===== src/hw/rtl/sdi_pkg.sv =====
// ----------------------------------------------------------------------------
// sdi_pkg
// Shared constants and types for the spring damping impulse pipeline.
// ----------------------------------------------------------------------------
package sdi_pkg;

   localparam int DATA_WIDTH_DEF = 32;
   localparam int FRAC_BITS_DEF  = 16;

   // minimum-length register
   localparam int              MIN_LEN_W   = 16;
   localparam logic [15:0]     MIN_LEN_RST = 16'd1;

   // control bits that travel with every pipeline stage
   typedef struct packed {
      logic valid;
      logic a_mass;
      logic b_mass;
      logic skip;
   } stage_ctl_type;

endpackage


===== src/hw/rtl/sdi_unit.sv =====
// ----------------------------------------------------------------------------
// sdi_unit
// Short-spring test and two pipelined dividers forming |d| * 2^F / len.
// ----------------------------------------------------------------------------
module sdi_unit #(
   parameter int DATA_WIDTH = sdi_pkg::DATA_WIDTH_DEF,
   parameter int FRAC_BITS  = sdi_pkg::FRAC_BITS_DEF,
   parameter int CARRY_W    = 1
) (
   input  logic                            clock,
   input  logic                            reset,
   input  logic                            adv,
   input  logic [sdi_pkg::MIN_LEN_W-1:0]   min_length,
   input  sdi_pkg::stage_ctl_type          ctl_in,
   input  logic [DATA_WIDTH+1:0]           len_in,
   input  logic [DATA_WIDTH:0]             ax_in,
   input  logic [DATA_WIDTH:0]             ay_in,
   input  logic [CARRY_W-1:0]              carry_in,
   output sdi_pkg::stage_ctl_type          ctl_out,
   output logic [FRAC_BITS:0]              qx_out,
   output logic [FRAC_BITS:0]              qy_out,
   output logic [CARRY_W-1:0]              carry_out
);
   localparam int ND = FRAC_BITS + 1;   // quotient bits
   localparam int LW = DATA_WIDTH + 2;  // length bits
   localparam int RW = DATA_WIDTH + 3;  // partial remainder bits

   sdi_pkg::stage_ctl_type ctl_ff   [ND];
   logic [RW-1:0]          rx_ff    [ND];
   logic [RW-1:0]          ry_ff    [ND];
   logic [LW-1:0]          len_ff   [ND];
   logic [ND-1:0]          qx_ff    [ND];
   logic [ND-1:0]          qy_ff    [ND];
   logic [CARRY_W-1:0]     carry_ff [ND];

   for (genvar k = 0; k < ND; k++) begin : g_step
      localparam int B = ND - 1 - k;
      sdi_pkg::stage_ctl_type ctl_prev;
      logic [RW-1:0]          rx_prev, ry_prev, remx, remy, rx_in, ry_in;
      logic [LW-1:0]          len_prev;
      logic [ND-1:0]          qx_prev, qy_prev, qx_in, qy_in;
      logic [CARRY_W-1:0]     carry_prev;
      logic                   takex, takey;

      if (k == 0) begin : g_first
         // |d| <= len, so the first partial remainder is |d| itself
         always_comb begin
            ctl_prev      = ctl_in;
            ctl_prev.skip = (len_in == '0) || (len_in < LW'(min_length));
         end
         assign rx_prev    = RW'(ax_in);
         assign ry_prev    = RW'(ay_in);
         assign len_prev   = len_in;
         assign qx_prev    = '0;
         assign qy_prev    = '0;
         assign carry_prev = carry_in;
      end else begin : g_next
         assign ctl_prev   = ctl_ff[k-1];
         assign rx_prev    = rx_ff[k-1];
         assign ry_prev    = ry_ff[k-1];
         assign len_prev   = len_ff[k-1];
         assign qx_prev    = qx_ff[k-1];
         assign qy_prev    = qy_ff[k-1];
         assign carry_prev = carry_ff[k-1];
      end

      assign takex = rx_prev >= RW'(len_prev);
      assign takey = ry_prev >= RW'(len_prev);
      assign remx  = takex ? (rx_prev - RW'(len_prev)) : rx_prev;
      assign remy  = takey ? (ry_prev - RW'(len_prev)) : ry_prev;
      assign rx_in = {remx[RW-2:0], 1'b0};
      assign ry_in = {remy[RW-2:0], 1'b0};
      assign qx_in = takex ? (qx_prev | (ND'(1) << B)) : qx_prev;
      assign qy_in = takey ? (qy_prev | (ND'(1) << B)) : qy_prev;

      always_ff @(posedge clock) begin
         if (reset) begin
            ctl_ff[k] <= '0;
         end else if (adv) begin
            ctl_ff[k] <= ctl_prev;
         end
         if (adv) begin
            rx_ff[k]    <= rx_in;
            ry_ff[k]    <= ry_in;
            len_ff[k]   <= len_prev;
            qx_ff[k]    <= qx_in;
            qy_ff[k]    <= qy_in;
            carry_ff[k] <= carry_prev;
         end
      end
   end

   assign ctl_out   = ctl_ff[ND-1];
   assign qx_out    = qx_ff[ND-1];
   assign qy_out    = qy_ff[ND-1];
   assign carry_out = carry_ff[ND-1];

endmodule


===== config.mk =====
export PLATFORM = sky130hd
export DESIGN_NAME = sdi_unit
export DESIGN_NICKNAME = d
export VERILOG_FILES = /design/src/hw/rtl/sdi_pkg.sv /design/src/hw/rtl/sdi_unit.sv
export SDC_FILE = /design/constraint.sdc
export NUM_CORES = 2
export LEC_CHECK = 0
export ABC_AREA = 0
export BUFFER_PORTS_ARGS = -buffer_cell sky130_fd_sc_hd__buf_2
export CAP_MARGIN = 30
export CORE_UTILIZATION = 65
export DETAILED_ROUTE_END_ITERATION = 8
export PLACE_DENSITY = 0.93
export SLEW_MARGIN = 40
export SYNTH_ARGS = -nofsm -noshare
export SYNTH_HDL_FRONTEND = slang
export SYNTH_SLANG_ARGS = --single-unit

===== constraint.sdc =====
create_clock -name clock -period 6 [get_ports clock]
set_input_delay 0.9 -clock clock [delete_from_list [all_inputs] [get_ports clock]]
set_output_delay 0.9 -clock clock [all_outputs]
set_load 0.01 [all_outputs]

==> metrics.md <==
| Metric | Value |
|---|---|
| Final period util | `0.8679` |
| Register area share after synthesis | `0.4664` |
| WS Path Type | `reg2reg` |
| Vias/cell | `between 6 and 7` |
| CTS tree | `built` |
| Critical Path RT | `6.60 ns` |
| Ys async rst share | `0` |
| Synthesized cell area | `130,200 um2` |
| Core ar. | `198,200 um2` |
| Cts hold-fix bufs | `0` |
| Fin Hold WS | `between 0.2 and 0.25 ns` |
| Routability congestion estimate from global placement | `1.020` |
| CTS sink cnt | `2,023` |
| DR vias | `101,600` |
| Area growth from synthesis to layout | `8.830%` |
| Vias in the first global route | `97,150` |
| Failing checks | `DRC` |
| Clock Latency Late Sink | `0.91 ns` |
| Mapped Avg Cell Area | `about 11 um2` |
| Type of origin of the critical path | `register` |
| Flops & latches, synth | `2,023` |
| RSZ-0062 raised after global routing | `no` |
| Clock tree buffer depth | `3` |
| Ratio of cells with drive above 1 in the final layout | `0.09361` |
| Nets | `around 14,000` |
| CTS H-tree lvls | `4` |
| Gr ovfl total | `0` |
| Post-synth net total | `13,580` |
| Max-cap viol count | `0` |
| First-pass GRT wire length | `591,000 um` |
| Min-delay worst type | `in2reg` |
| Maximum vdd drop | `0.3718 mV` |
| Total wire length | `399,300 um` |
| Worst slew pin tran | `0.9968 ns` |
| Main area contributors after synthesis | `edfxtp_1 47%, ha_1 11%, a21oi_1 4.2%` |
| Total Negative Setup Slacks | `0 ns` |
| Most common cell in the synthesized netlist | `edfxtp_1` |
| Width of the die | `449.6 um` |
| Post-CTS Resized | `0` |
| EDFF count, synth | `2,023` |
| Largest net degree at the start of global routing | `174` |
| Post-CTS Setup Repair Bufs | `0` |
| DRT Pass-1 Iters | `9` |
| Status | `complete, but fails checks` |
| Post-synth top cells | `2,023 x edfxtp_1, 1,167 x ha_1, 1,094 x a21oi_1` |
| Yosys top cell area share | `0.4664` |
| Maximum clock rate | `192.0 MHz` |
| Power per cell area | `about 580 nW/um2` |
| CP arrival | `5.81 ns` |
| Cell count after synthesis | `between 10,000 and 15,000` |
| Clk root buf | `clkbuf_16` |
| Post-synth top flop | `edfxtp_1` |
| Critical Path Source | `len_ff[0][205]` |
| Yosys top cell by area | `edfxtp_1` |
| # port buffers | `161` |
| Yosys cell types | `102` |
| P_leak | `0.05864 uW` |
| CP Capture Type | `register` |
| Crit path max fanout | `21` |
| Final ANT Viol Nets | `0` |
| Slew margin rel. | `0.3298` |
| Routed wire per std cell | `26.24 um` |
| FF-to-FF Start | `len_ff[0][205]` |
| Initial detailed-routing violation count | `13,370` |
| FP Rows | `163` |
| Clk_skew | `0.07868 ns` |
| GRT Overall Usage | `0.3832` |
| HP Start | `carry_in` |
| Fin crit period | `5.208 ns` |
| Clock slew at reported path FFs | `roughly 0.060 ns` |
| Final hold vios | `0` |
| Starting Density | `0.6570` |
| Chip height | `approximately 450 um` |
| Pins Over Slew Limit | `0` |
| Initial antenna violation count | `19` |
| DP HPWL | `306,300 um` |
| Yosys warns | `0` |
| Residual DRC | `33` |
| Total CTS buffers | `212` |
| Die ar. | `202,200 um2` |
| Top Ports | `163` |
| Setup violators final | `0` |
| Total Power | `82,760 uW` |
[sequential cells by signal (all words and copies together), names as in the netlist]
| signal | cells |
|---|---|
| len_ff | 544 |
| rx_ff | 544 |
| ry_ff | 544 |
| qx_ff | 153 |
| qy_ff | 153 |
| ctl_ff | 68 |
| carry_ff | 17 |
[through the flow]
step / std cells / worst slack (ns) / util / area, um2
3_3_place_gp: 14810 / 0.8614 / 0.6765 / 134100
3_5_place_dp: 14810 / 0.8937 / 0.6774 / 134300
2_1_floorplan: 12250 / 1.699 / - / 130200
4_1_cts: 15210 / 1.040 / 0.7143 / 141600
5_1_grt: 15220 / 0.7612 / 0.7150 / 141700
6_report: 15220 / 0.7924 / 0.7150 / 141700
[cells in the final DEF, fill, tap and decap left out, types with 66 or more instances in the layout]
cell type,netlist,routed
edfxtp_1,2023,2023
ha_1,1167,1167
a21oi_1,1094,1090
nand2_1,910,910
o21ai_0,866,862
inv_1,853,853
nor2_1,653,652
a21o_1,637,636
xnor2_1,564,564
mux2_2,443,443
xor2_1,378,378
clkbuf_16,0,212
nand3_1,193,192
nand4_1,187,187
buf_2,28,160
nor2b_1,157,156
o21bai_1,153,153
nand2b_1,148,148
nor3_1,147,147
and2_1,130,130
a31oi_1,116,115
and3_1,108,108
o21a_1,102,102
a211oi_1,87,87
o31ai_1,68,66
[path summary, 6_finish.rpt]
path | cells past startpoint | end | slack [ns]
max | 14 | rx_ff[0][258] | 0.79
min | 1 | carry_ff[0][0] | 0.21
max reg2reg | 14 | rx_ff[0][258] | 0.79
min reg2reg | 0 | qx_ff[0][161] | 0.39
[cells by family (layout without fill, tap and decap cells)]
| family | count (synthesis) | in the layout | share of synthesized area |
|---|---|---|---|
| adder cells (fa/ha/maj) | 1199 | 1199 | 0.1170 |
| XOR/XNOR | 942 | 942 | 0.06335 |
| buffers and inverters | 1185 | 1505 | 0.03520 |
| AND/OR/NAND/NOR | 2869 | 2869 | 0.1063 |
| other | 0 | 6 | 0 |
| flip-flops | 2023 | 2023 | 0.4664 |
| multiplexers | 456 | 456 | 0.03930 |
| AO/OA/AOI/OAI | 3580 | 3580 | 0.1724 |
[cell type report]
type	count	area [um2]
Inverter	854	3206
Fill cell	13720	56490
Multi-Input combinational cell	9046	65250
Timing Repair Buffer	254	1907
Tap cell	2640	3303
Sequential cell	2023	60750
Antenna cell	6	15.01
Clock buffer	234	5388
Clock inverter	163	1926
[routing by layer]
metal | wire length [um] | GRT usage | vias to the layer above
met4 | 22050 | 0.1793 | 26
met1 | 154800 | 0.5021 | 48760
li1 | - | - | 45770
met3 | 39210 | 0.07518 | 1296
met2 | 183100 | 0.6143 | 5792
met5 | 145 | 0 | -
[worst max-delay path, cell delays in order (launching register included)]
cell      delay, ns
edfxtp_1       0.39
inv_1          0.18
ha_1           0.31
nor2b_1        0.17
o21a_1         0.21
o21ai_0        0.41
a21oi_1        0.25
a21oi_1        0.47
nand2_1        0.19
a31oi_1        0.58
o311ai_0       0.25
a21oi_1        0.52
o21ai_4        0.30
buf_4          0.35
mux2_2         0.32
[where the power goes]
| group | leakage (uW) | internal, uW | switching, uW | total (uW) |
|---|---|---|---|---|
| sequential | 0.0199 | 22300 | 3860 | 26200 |
| clock | 0.00348 | 7750 | 6090 | 13800 |
| combinational | 0.0353 | 17200 | 25500 | 42800 |
No activity file was read; power rests on OpenSTA's default activity.
